`src/rtl/eapd_pkg.sv`:
```
// package for the embedded audio packet decoder
// holds command and result types, opcodes and sizes; no dependencies
`default_nettype none

package eapd_pkg;

    // group count and register sizes
    localparam int NUM_GROUPS = 4;
    localparam int ID_W       = 10;
    localparam int CFG_IDX_W  = 3;
    localparam int QDEPTH     = 4;
    localparam int QAW        = 2;

    // packet kinds of the front parser
    localparam logic [1:0] KIND_NONE    = 2'd0;
    localparam logic [1:0] KIND_HEADER  = 2'd1;
    localparam logic [1:0] KIND_AUDIO   = 2'd2;
    localparam logic [1:0] KIND_CONTROL = 2'd3;

    // register indexes
    localparam logic [CFG_IDX_W-1:0] REG_AUDIO_ID_G1   = 3'd0;
    localparam logic [CFG_IDX_W-1:0] REG_CONTROL_ID_G1 = 3'd4;

    // word positions inside a packet
    localparam logic [4:0] POS_DID       = 5'd3;
    localparam logic [4:0] POS_BLOCK     = 5'd4;
    localparam logic [4:0] POS_CLK_LO    = 5'd6;
    localparam logic [4:0] POS_CLK_HI    = 5'd7;
    localparam logic [4:0] POS_MASK      = 5'd8;
    localparam logic [4:0] POS_FIRST_SMP = 5'd8;
    localparam logic [4:0] POS_LAST_SMP  = 5'd23;
    localparam logic [4:0] POS_MAX       = 5'd31;

    // rate field codes in control word 7
    localparam logic [2:0] RATE_FLD_48K  = 3'b000;
    localparam logic [2:0] RATE_FLD_44K  = 3'b001;
    localparam logic [2:0] RATE_FLD_32K  = 3'b010;
    localparam logic [2:0] RATE_FLD_96K  = 3'b100;
    localparam logic [1:0] RATE_48K      = 2'd0;
    localparam logic [1:0] RATE_44K      = 2'd1;
    localparam logic [1:0] RATE_32K      = 2'd2;
    localparam logic [1:0] RATE_96K      = 2'd3;

    // commands passed from front to back
    localparam logic [2:0] OP_BLOCK  = 3'd0;
    localparam logic [2:0] OP_CLK_LO = 3'd1;
    localparam logic [2:0] OP_CLK_HI = 3'd2;
    localparam logic [2:0] OP_SAMP0  = 3'd3;
    localparam logic [2:0] OP_SAMP1  = 3'd4;
    localparam logic [2:0] OP_SAMP2  = 3'd5;
    localparam logic [2:0] OP_EMIT   = 3'd6;

    typedef struct packed {
        logic [2:0] op;
        logic [1:0] grp;
        logic [1:0] chan;
        logic [1:0] rate;
        logic [7:0] data;
    } eapd_cmd_t;

    // result payload, lowest field last
    typedef struct packed {
        logic [1:0]  rate_code;
        logic        multi_frame_flag;
        logic [12:0] audio_clock;
        logic [7:0]  block_number;
        logic        parity_bit;
        logic        status_bit;
        logic        user_bit;
        logic        validity_bit;
        logic [23:0] sample;
    } eapd_result_t;

    localparam int RESULT_W = $bits(eapd_result_t);
    localparam int M_DATA_W = 56;

endpackage

`default_nettype wire

```
`src/rtl/eapd_front.sv`:
```
// front parser: tracks packet words, matches the DID, keeps per-group tables
// and turns audio words into commands for the back end; uses eapd_pkg
`default_nettype none

module eapd_front (
    input  wire logic                          aclk,
    input  wire logic                          aresetn,
    input  wire logic                          cfg_we,
    input  wire logic [eapd_pkg::CFG_IDX_W-1:0] cfg_index,
    input  wire logic [eapd_pkg::ID_W-1:0]     cfg_wdata,
    input  wire logic                          s_tvalid,
    output logic                               s_tready,
    input  wire logic [15:0]                   s_tdata,
    input  wire logic                          s_tuser,
    input  wire logic                          q_full,
    output logic                               q_push,
    output eapd_pkg::eapd_cmd_t                q_cmd
);
    import eapd_pkg::*;

    logic [ID_W-1:0] audio_id_reg   [NUM_GROUPS];
    logic [ID_W-1:0] control_id_reg [NUM_GROUPS];

    logic [4:0] word_count_reg, word_count_next;
    logic [1:0] kind_reg, kind_next;
    logic [1:0] group_reg, group_next;
    logic [NUM_GROUPS-1:0] valid_reg, valid_next;
    logic [1:0] rate_reg [NUM_GROUPS];
    logic [1:0] rate_next [NUM_GROUPS];
    logic [3:0] mask_reg [NUM_GROUPS];
    logic [3:0] mask_next [NUM_GROUPS];

    logic            s_fire;
    logic [ID_W-1:0] w;
    logic [1:0]      kind_cur;
    logic [4:0]      pos;
    logic [4:0]      smp_off;
    logic            active;
    logic            hit_found;
    logic            hit_ctrl;
    logic [1:0]      hit_grp;

    assign s_tready = !q_full;
    assign s_fire   = s_tvalid && s_tready;
    assign w        = s_tdata[ID_W-1:0];

    // did match: lowest group wins, control ids flag control kind
    always_comb begin
        hit_found = 1'b0;
        hit_ctrl  = 1'b0;
        hit_grp   = 2'd0;
        for (int i = NUM_GROUPS - 1; i >= 0; i--) begin
            if (control_id_reg[i] == w) begin
                hit_ctrl = 1'b1;
            end
            if (control_id_reg[i] == w || audio_id_reg[i] == w) begin
                hit_found = 1'b1;
                hit_grp   = 2'(i);
            end
        end
    end

    // per-word parsing
    always_comb begin
        word_count_next = word_count_reg;
        kind_next       = kind_reg;
        group_next      = group_reg;
        valid_next      = valid_reg;
        rate_next       = rate_reg;
        mask_next       = mask_reg;
        q_push          = 1'b0;
        q_cmd.op        = OP_BLOCK;
        q_cmd.grp       = group_reg;
        q_cmd.chan      = 2'd0;
        q_cmd.rate      = rate_reg[group_reg];
        q_cmd.data      = w[7:0];

        kind_cur = s_tuser ? KIND_HEADER : kind_reg;
        pos      = s_tuser ? 5'd0 : word_count_reg;
        active   = s_fire && (kind_cur != KIND_NONE);
        smp_off  = pos - POS_FIRST_SMP;
        q_cmd.chan = smp_off[3:2];

        if (active) begin
            word_count_next = (pos != POS_MAX) ? pos + 5'd1 : POS_MAX;
            kind_next       = kind_cur;
            unique case (kind_cur)
                KIND_HEADER: begin
                    if (pos == POS_DID) begin
                        if (!hit_found) begin
                            kind_next = KIND_NONE;
                        end else begin
                            group_next = hit_grp;
                            if (valid_reg[hit_grp]) begin
                                kind_next = hit_ctrl ? KIND_NONE : KIND_AUDIO;
                            end else begin
                                kind_next = hit_ctrl ? KIND_CONTROL : KIND_NONE;
                            end
                        end
                    end
                end
                KIND_CONTROL: begin
                    if (pos == POS_CLK_HI) begin
                        unique case (w[3:1])
                            RATE_FLD_48K: rate_next[group_reg] = RATE_48K;
                            RATE_FLD_44K: rate_next[group_reg] = RATE_44K;
                            RATE_FLD_32K: rate_next[group_reg] = RATE_32K;
                            RATE_FLD_96K: rate_next[group_reg] = RATE_96K;
                            default:      rate_next[group_reg] = rate_reg[group_reg];
                        endcase
                    end else if (pos == POS_MASK) begin
                        mask_next[group_reg]  = w[3:0];
                        valid_next[group_reg] = 1'b1;
                        kind_next             = KIND_NONE;
                    end
                end
                KIND_AUDIO: begin
                    if (pos == POS_BLOCK) begin
                        q_push   = 1'b1;
                        q_cmd.op = OP_BLOCK;
                    end else if (pos == POS_CLK_LO) begin
                        q_push   = 1'b1;
                        q_cmd.op = OP_CLK_LO;
                    end else if (pos == POS_CLK_HI) begin
                        q_push   = 1'b1;
                        q_cmd.op = OP_CLK_HI;
                    end else if (pos >= POS_FIRST_SMP && pos <= POS_LAST_SMP) begin
                        unique case (smp_off[1:0])
                            2'd0: begin
                                q_push   = 1'b1;
                                q_cmd.op = OP_SAMP0;
                            end
                            2'd1: begin
                                q_push   = 1'b1;
                                q_cmd.op = OP_SAMP1;
                            end
                            2'd2: begin
                                q_push   = 1'b1;
                                q_cmd.op = OP_SAMP2;
                            end
                            default: begin
                                q_push   = mask_reg[group_reg][smp_off[3:2]];
                                q_cmd.op = OP_EMIT;
                            end
                        endcase
                    end
                end
                default: begin
                    kind_next = KIND_NONE;
                end
            endcase
        end
    end

    // id registers
    always_ff @(posedge aclk) begin
        if (!aresetn) begin
            audio_id_reg[0]   <= 10'd743;
            audio_id_reg[1]   <= 10'd486;
            audio_id_reg[2]   <= 10'd485;
            audio_id_reg[3]   <= 10'd740;
            control_id_reg[0] <= 10'd483;
            control_id_reg[1] <= 10'd738;
            control_id_reg[2] <= 10'd737;
            control_id_reg[3] <= 10'd480;
        end else if (cfg_we) begin
            if (cfg_index < REG_CONTROL_ID_G1) begin
                audio_id_reg[2'(cfg_index - REG_AUDIO_ID_G1)] <= cfg_wdata;
            end else begin
                control_id_reg[2'(cfg_index - REG_CONTROL_ID_G1)] <= cfg_wdata;
            end
        end
    end

    // parser state and group tables
    always_ff @(posedge aclk) begin
        if (!aresetn) begin
            word_count_reg <= 5'd0;
            kind_reg       <= KIND_NONE;
            group_reg      <= 2'd0;
            valid_reg      <= '0;
            for (int i = 0; i < NUM_GROUPS; i++) begin
                rate_reg[i] <= RATE_48K;
                mask_reg[i] <= 4'd0;
            end
        end else begin
            word_count_reg <= word_count_next;
            kind_reg       <= kind_next;
            group_reg      <= group_next;
            valid_reg      <= valid_next;
            rate_reg       <= rate_next;
            mask_reg       <= mask_next;
        end
    end

endmodule

`default_nettype wire

```
`src/rtl/eapd_queue.sv`:
```
// small command queue between the front parser and the back end
// register file with read and write pointers; uses eapd_pkg
`default_nettype none

module eapd_queue (
    input  wire logic                aclk,
    input  wire logic                aresetn,
    input  wire logic                push,
    input  wire eapd_pkg::eapd_cmd_t push_cmd,
    input  wire logic                pop,
    output logic                     full,
    output logic                     empty,
    output eapd_pkg::eapd_cmd_t      head_cmd
);
    import eapd_pkg::*;

    eapd_cmd_t        entry_reg [QDEPTH];
    logic [QAW-1:0]   wr_ptr_reg, rd_ptr_reg;
    logic [QAW:0]     count_reg, count_next;

    assign full     = (count_reg == (QAW+1)'(QDEPTH));
    assign empty    = (count_reg == '0);
    assign head_cmd = entry_reg[rd_ptr_reg];

    always_comb begin
        count_next = count_reg;
        if (push && !pop) begin
            count_next = count_reg + 1'b1;
        end else if (pop && !push) begin
            count_next = count_reg - 1'b1;
        end
    end

    // entry storage
    always_ff @(posedge aclk) begin
        if (push) begin
            entry_reg[wr_ptr_reg] <= push_cmd;
        end
    end

    // pointers and fill level
    always_ff @(posedge aclk) begin
        if (!aresetn) begin
            wr_ptr_reg <= '0;
            rd_ptr_reg <= '0;
            count_reg  <= '0;
        end else begin
            if (push) begin
                wr_ptr_reg <= wr_ptr_reg + 1'b1;
            end
            if (pop) begin
                rd_ptr_reg <= rd_ptr_reg + 1'b1;
            end
            count_reg <= count_next;
        end
    end

`ifndef ASSERT_OFF
    a_no_overflow: assert property (@(posedge aclk) disable iff (!aresetn)
        full |-> !push)
        else $error("command pushed into a full queue");

    a_no_underflow: assert property (@(posedge aclk) disable iff (!aresetn)
        empty |-> !pop)
        else $error("command popped from an empty queue");

    a_level_tracks: assert property (@(posedge aclk) disable iff (!aresetn)
        (push && !pop) |=> (count_reg == $past(count_reg) + 1'b1))
        else $error("queue level did not follow a lone push");
`endif

endmodule

`default_nettype wire

```
`src/rtl/eapd_back.sv`:
```
// back end: assembles samples and packet header fields from queued commands
// and holds the result in an output register; uses eapd_pkg
`default_nettype none

module eapd_back (
    input  wire logic                   aclk,
    input  wire logic                   aresetn,
    input  wire logic                   q_empty,
    input  wire eapd_pkg::eapd_cmd_t    q_head,
    output logic                        q_pop,
    output logic                        m_tvalid,
    input  wire logic                   m_tready,
    output eapd_pkg::eapd_result_t      m_result,
    output logic [1:0]                  m_group,
    output logic [1:0]                  m_chan
);
    import eapd_pkg::*;

    logic [7:0]   block_reg;
    logic [12:0]  clock_reg;
    logic         mpf_reg;
    logic [19:0]  partial_reg;
    logic         out_valid_reg;
    eapd_result_t out_reg;
    logic [1:0]   out_group_reg;
    logic [1:0]   out_chan_reg;
    logic         out_free;
    logic         is_emit;

    assign out_free = !out_valid_reg || m_tready;
    assign is_emit  = (q_head.op == OP_EMIT);
    assign q_pop    = !q_empty && (!is_emit || out_free);

    assign m_tvalid = out_valid_reg;
    assign m_result = out_reg;
    assign m_group  = out_group_reg;
    assign m_chan   = out_chan_reg;

    // header fields and partial sample
    always_ff @(posedge aclk) begin
        if (!aresetn) begin
            block_reg   <= 8'd0;
            clock_reg   <= 13'd0;
            mpf_reg     <= 1'b0;
            partial_reg <= 20'd0;
        end else if (q_pop) begin
            unique case (q_head.op)
                OP_BLOCK:  block_reg <= q_head.data;
                OP_CLK_LO: clock_reg[7:0] <= q_head.data;
                OP_CLK_HI: begin
                    clock_reg[11:8] <= q_head.data[3:0];
                    clock_reg[12]   <= q_head.data[5];
                    mpf_reg         <= q_head.data[4];
                end
                OP_SAMP0:  partial_reg <= {16'd0, q_head.data[7:4]};
                OP_SAMP1:  partial_reg[11:4] <= q_head.data;
                OP_SAMP2:  partial_reg[19:12] <= q_head.data;
                default: begin
                    partial_reg <= partial_reg;
                end
            endcase
        end
    end

    // output register
    always_ff @(posedge aclk) begin
        if (!aresetn) begin
            out_valid_reg <= 1'b0;
        end else if (out_free) begin
            out_valid_reg <= q_pop && is_emit;
        end
    end

    always_ff @(posedge aclk) begin
        if (q_pop && is_emit) begin
            out_group_reg            <= q_head.grp;
            out_chan_reg             <= q_head.chan;
            out_reg.sample           <= {q_head.data[3:0], partial_reg};
            out_reg.validity_bit     <= q_head.data[4];
            out_reg.user_bit         <= q_head.data[5];
            out_reg.status_bit       <= q_head.data[6];
            out_reg.parity_bit       <= q_head.data[7];
            out_reg.block_number     <= block_reg;
            out_reg.audio_clock      <= clock_reg;
            out_reg.multi_frame_flag <= mpf_reg;
            out_reg.rate_code        <= q_head.rate;
        end
    end

endmodule

`default_nettype wire

```
`src/rtl/embedded_audio_packet_decoder.sv`:
```
// top level of the embedded audio packet decoder
// ties front parser, command queue and back end together; uses eapd_pkg
//
// usage:
//   s_ channel: one 10-bit ancillary word per item, s_tuser high on word 0 of
//   a packet. m_ channel: one item per active channel of an audio packet,
//   sample with V/U/C/P bits, block number, audio clock, mpf bit and rate.
//   cfg_we/cfg_index/cfg_wdata write the eight DID registers (audio ids of
//   groups 1..4 at 0..3, control ids at 4..7); write only while idle.
// timing:
//   one input item per cycle while the command queue is not full. a result
//   appears on m_tvalid once the fourth word of its channel is taken: the
//   front parser writes the queue at the accepting edge and the back end
//   then loads the output register from the queue.
// reset (aresetn low, synchronous): ids return to their defaults, all groups
//   become unconfigured, the queue empties and m_tvalid drops.
// stall: while m_tready is low the output register holds its item; the
//   four-entry command queue keeps taking words until full, then s_tready
//   goes low.
`default_nettype none

module embedded_audio_packet_decoder (
    input  wire logic        aclk,
    input  wire logic        aresetn,
    // configuration write port
    input  wire logic        cfg_we,
    input  wire logic [2:0]  cfg_index,
    input  wire logic [9:0]  cfg_wdata,
    // input words
    input  wire logic        s_tvalid,
    output logic             s_tready,
    input  wire logic [15:0] s_tdata,   // anc_word[9:0], zero pad
    input  wire logic        s_tuser,   // packet_start
    // results
    output logic             m_tvalid,
    input  wire logic        m_tready,
    output logic [55:0]      m_tdata,   // sample[23:0], validity, user, status,
                                        // parity, block_number[7:0],
                                        // audio_clock[12:0], multi_frame_flag,
                                        // rate_code[1:0], zero pad
    output logic [3:0]       m_tuser    // group_index[1:0], channel_index[1:0]
);
    import eapd_pkg::*;

    eapd_cmd_t    push_cmd;
    eapd_cmd_t    head_cmd;
    eapd_result_t result;
    logic         q_push;
    logic         q_pop;
    logic         q_full;
    logic         q_empty;
    logic [1:0]   res_group;
    logic [1:0]   res_chan;

    eapd_front u_front (
        .aclk      (aclk),
        .aresetn   (aresetn),
        .cfg_we    (cfg_we),
        .cfg_index (cfg_index),
        .cfg_wdata (cfg_wdata),
        .s_tvalid  (s_tvalid),
        .s_tready  (s_tready),
        .s_tdata   (s_tdata),
        .s_tuser   (s_tuser),
        .q_full    (q_full),
        .q_push    (q_push),
        .q_cmd     (push_cmd)
    );

    eapd_queue u_queue (
        .aclk     (aclk),
        .aresetn  (aresetn),
        .push     (q_push),
        .push_cmd (push_cmd),
        .pop      (q_pop),
        .full     (q_full),
        .empty    (q_empty),
        .head_cmd (head_cmd)
    );

    eapd_back u_back (
        .aclk     (aclk),
        .aresetn  (aresetn),
        .q_empty  (q_empty),
        .q_head   (head_cmd),
        .q_pop    (q_pop),
        .m_tvalid (m_tvalid),
        .m_tready (m_tready),
        .m_result (result),
        .m_group  (res_group),
        .m_chan   (res_chan)
    );

    // pack result fields onto the stream
    assign m_tdata = {(M_DATA_W - RESULT_W)'(0), result};
    assign m_tuser = {res_chan, res_group};

endmodule

`default_nettype wire
```
`config.mk`:
```
export PLATFORM = sky130hd
export DESIGN_NAME = embedded_audio_packet_decoder
export DESIGN_NICKNAME = d
export VERILOG_FILES = /design/src/rtl/eapd_pkg.sv /design/src/rtl/eapd_front.sv /design/src/rtl/eapd_queue.sv /design/src/rtl/eapd_back.sv /design/src/rtl/embedded_audio_packet_decoder.sv
export SDC_FILE = /design/constraint.sdc
export NUM_CORES = 1
export LEC_CHECK = 0
export ABC_AREA = 1
export ABC_CLOCK_PERIOD_IN_PS = 5160
export BUFFER_PORTS_ARGS = -buffer_cell sky130_fd_sc_hd__buf_2
export CELL_PAD_IN_SITES_DETAIL_PLACEMENT = 1
export CELL_PAD_IN_SITES_GLOBAL_PLACEMENT = 2
export CORE_MARGIN = 2
export CORE_UTILIZATION = 35
export DETAILED_ROUTE_END_ITERATION = 8
export HOLD_SLACK_MARGIN = 0.12
export PLACE_DENSITY = 0.83
export SETUP_SLACK_MARGIN = 0.4
export SKIP_CTS_REPAIR_TIMING = 1
export SYNTH_ARGS = -nofsm -noshare
export SYNTH_HDL_FRONTEND = slang
export SYNTH_SLANG_ARGS = --single-unit
```
`constraint.sdc`:
```
create_clock -name aclk -period 5.16 [get_ports aclk]
set_input_delay 0.258 -clock aclk [delete_from_list [all_inputs] [get_ports aclk]]
set_output_delay 0.258 -clock aclk [all_outputs]
set_load 0.05 [all_outputs]
```
==> results.cfg <==
[worst_setup_path]
critPathArrivalTime_ns = 3.64
crit_required_ns = 5.26
endpoint_kind = register
crit_path_start_kind = register
path_class = reg -> reg
worstPathMaxFanout = 57

[cells_and_area]
drive_above_1_share_pct = 12.62
seq_area_um2 = 7908
largest_reg_flops = 68
fillerInstances = 4028
fin_util_pct = 40.81
antenna_cells = 0
final_cells = 1848
syn_to_final_growth_pct = 15.04
nNetsFinal = 1407
multiInputGateArea_um2 = 3892

[grt]
gr-total-overflow = 0
grt_pass1_vias = 9461
track_usage_pct = 16.98
grt_max_degree = 58
grt_pass1_wl_um = 50940
antenna_found_initial = 0

[routing]
wl_um = 32000
antenna_left = 0
via_count = 9095
drc = 0
drtIter0Drc = 474
via_per_inst = 4.922
wl_per_cell_um = 17.32
dr.pass1.iters = 4

[logic_synthesis]
seq_area_frac_synth_pct = 62.83
yosysTopAreaCellShare_pct = 48.67
synthMostInstantiatedCell = nand2_1
synth_cells = 1271
synth_commonest_cells = nand2_1, edfxtp_1, nor2_1, inv_1, dfxtp_1
synth_cell_types = 43
ys_top_cells_by_area = edfxtp_1, dfxtp_1, nand2_1
synth-edff-count = 204
ys_ff_latch = 293
synth_area_per_cell_um2 = 9.902
ys_dominant_reg_cell = edfxtp_1
synth_warnings = 0
syn-cell-area_um2 = 12590
async_reset_ff_share_pct = 0
synth_area_leader_cell = edfxtp_1

[cts]
clk_path_buf_depth = 3
htree_num_levels = 2
clk_pin_slew_ns = 0.06
root_buffer = clkbuf_16
numCtsBuffers = 34
cts.sinks = 293
tritoncts = yes
worstSkewPairLatency_ns = 0.50

[sta]
post-route-min-period_ns = 3.536
slew_violations = 0
max_freq_mhz = 282.8
skew_ns = 0.01120
worst_pin_slew_ns = 1.221
hold_viol = 0
fin_crit_sh_pct = 68.53
setup_tns_ns = 0
slew-limit-headroom_pct = 18.60
grt_setup_unrepaired = false
setup_viol = 0
whs_ns = 0.1608

[status]
status = complete, no violations

[floorplan]
die-area_um2 = 37490
die_h_um = 193.6
row_count = 69
io_pins = 97
initial_core_util_pct = 35.47
die_w_um = 193.6
core_area_um2 = 35480

[power]
leakage_uw = 0.005538
p_per_area_nw_per_um2 = 478.2
peakVddDrop_v = 0.0004025
finalPower_uw = 6923

[hold_path]
hold_class = in -> reg

[place]
numPortBuffers = 86
dp.final_hpwl_um = 21480
gp_congestion = 0.7582
dp.cells = 1783

[job]
cap_viol_max_count = 0
-- logic make-up (layout without fill, tap and decap cells) --
family | count (synthesis) | count (layout) | share of synthesized area, %
AND/OR/NAND/NOR | 550 | 550 | 18.62
flip-flops | 293 | 293 | 62.83
AO/OA/AOI/OAI | 192 | 192 | 8.281
buffers and inverters | 184 | 297 | 6.333
XOR/XNOR | 41 | 41 | 2.853
adder cells (fa/ha/maj) | 10 | 10 | 1.054
other | 1 | 4 | 0.02980
-- power by group --
| group | leakage (uW) | switching, uW | internal [uW] |
|---|---|---|---|
| Combinational | 0.00240 | 1320 | 371 |
| Sequential | 0.00263 | 136 | 2860 |
| Clock | 0.000516 | 914 | 1320 |
-- cell usage in the layout (no fill, tap or decap), drive strengths merged, types with 3 or more instances in the layout --
cell / instances
a2111oi: 3
nor2: 160
nor3: 14
conb: 4
xor2: 10
o21ai: 69
a21oi: 85
dfxtp: 89
nand4: 22
buf: 96
ha: 9
a221oi: 3
o22ai: 23
xnor2: 31
inv: 135
nand3: 57
or2: 3
edfxtp: 204
dlygate4sd3: 4
clkbuf: 50
a31oi: 4
clkinv: 12
nand2: 291
-- layer usage --
metal	GRT usage [%]	wire length, um	vias to the layer above
li1	-	-	4428
met1	22.65	14870	4450
met2	28.99	15370	171
met3	2.540	1224	46
met4	4.326	538	0
met5	0	0	-
-- stage by stage --
stage	setup slack (ns)	instance area, um2
3_5_place_dp	1.551	13400
4_1_cts	1.539	14440
6_report	1.624	14480
2_1_floorplan	2.437	12600
3_3_place_gp	1.728	13400
5_1_grt	1.280	14480
-- worst max-delay path, cell delays in order, from the launching register on --
cell and delay, ns:
dfxtp_1 0.80, inv_4 0.29, nand2_1 0.13, nand3_1 0.09
nand2_2 0.40, nor2_8 0.08, nand3_2 0.11, nand2_4 0.07
inv_2 0.13, nand3_1 0.10, inv_2 0.87
-- layout make-up --
cell class              count  area share, %
clock buffers              50          6.784
multi-input cells         797          26.88
clock inverters            11         0.4062
flip-flops and latches    293          54.61
inverters                 136          3.560
well taps                 461          3.984
repair buffers            100          3.768
-- worst paths after layout --
check	from	to	slack (ns)	cells after the start
setup / recovery	register	u_back.m_group[0]	1.62	10
hold / removal	m_tready	u_back.m_tvalid	0.16	4
setup reg to reg	register	u_back.m_group[0]	1.62	10
hold reg to reg	u_back.block_reg[0]	u_back.m_result[28]	0.43	0
No activity file was read; power rests on OpenSTA's default activity.
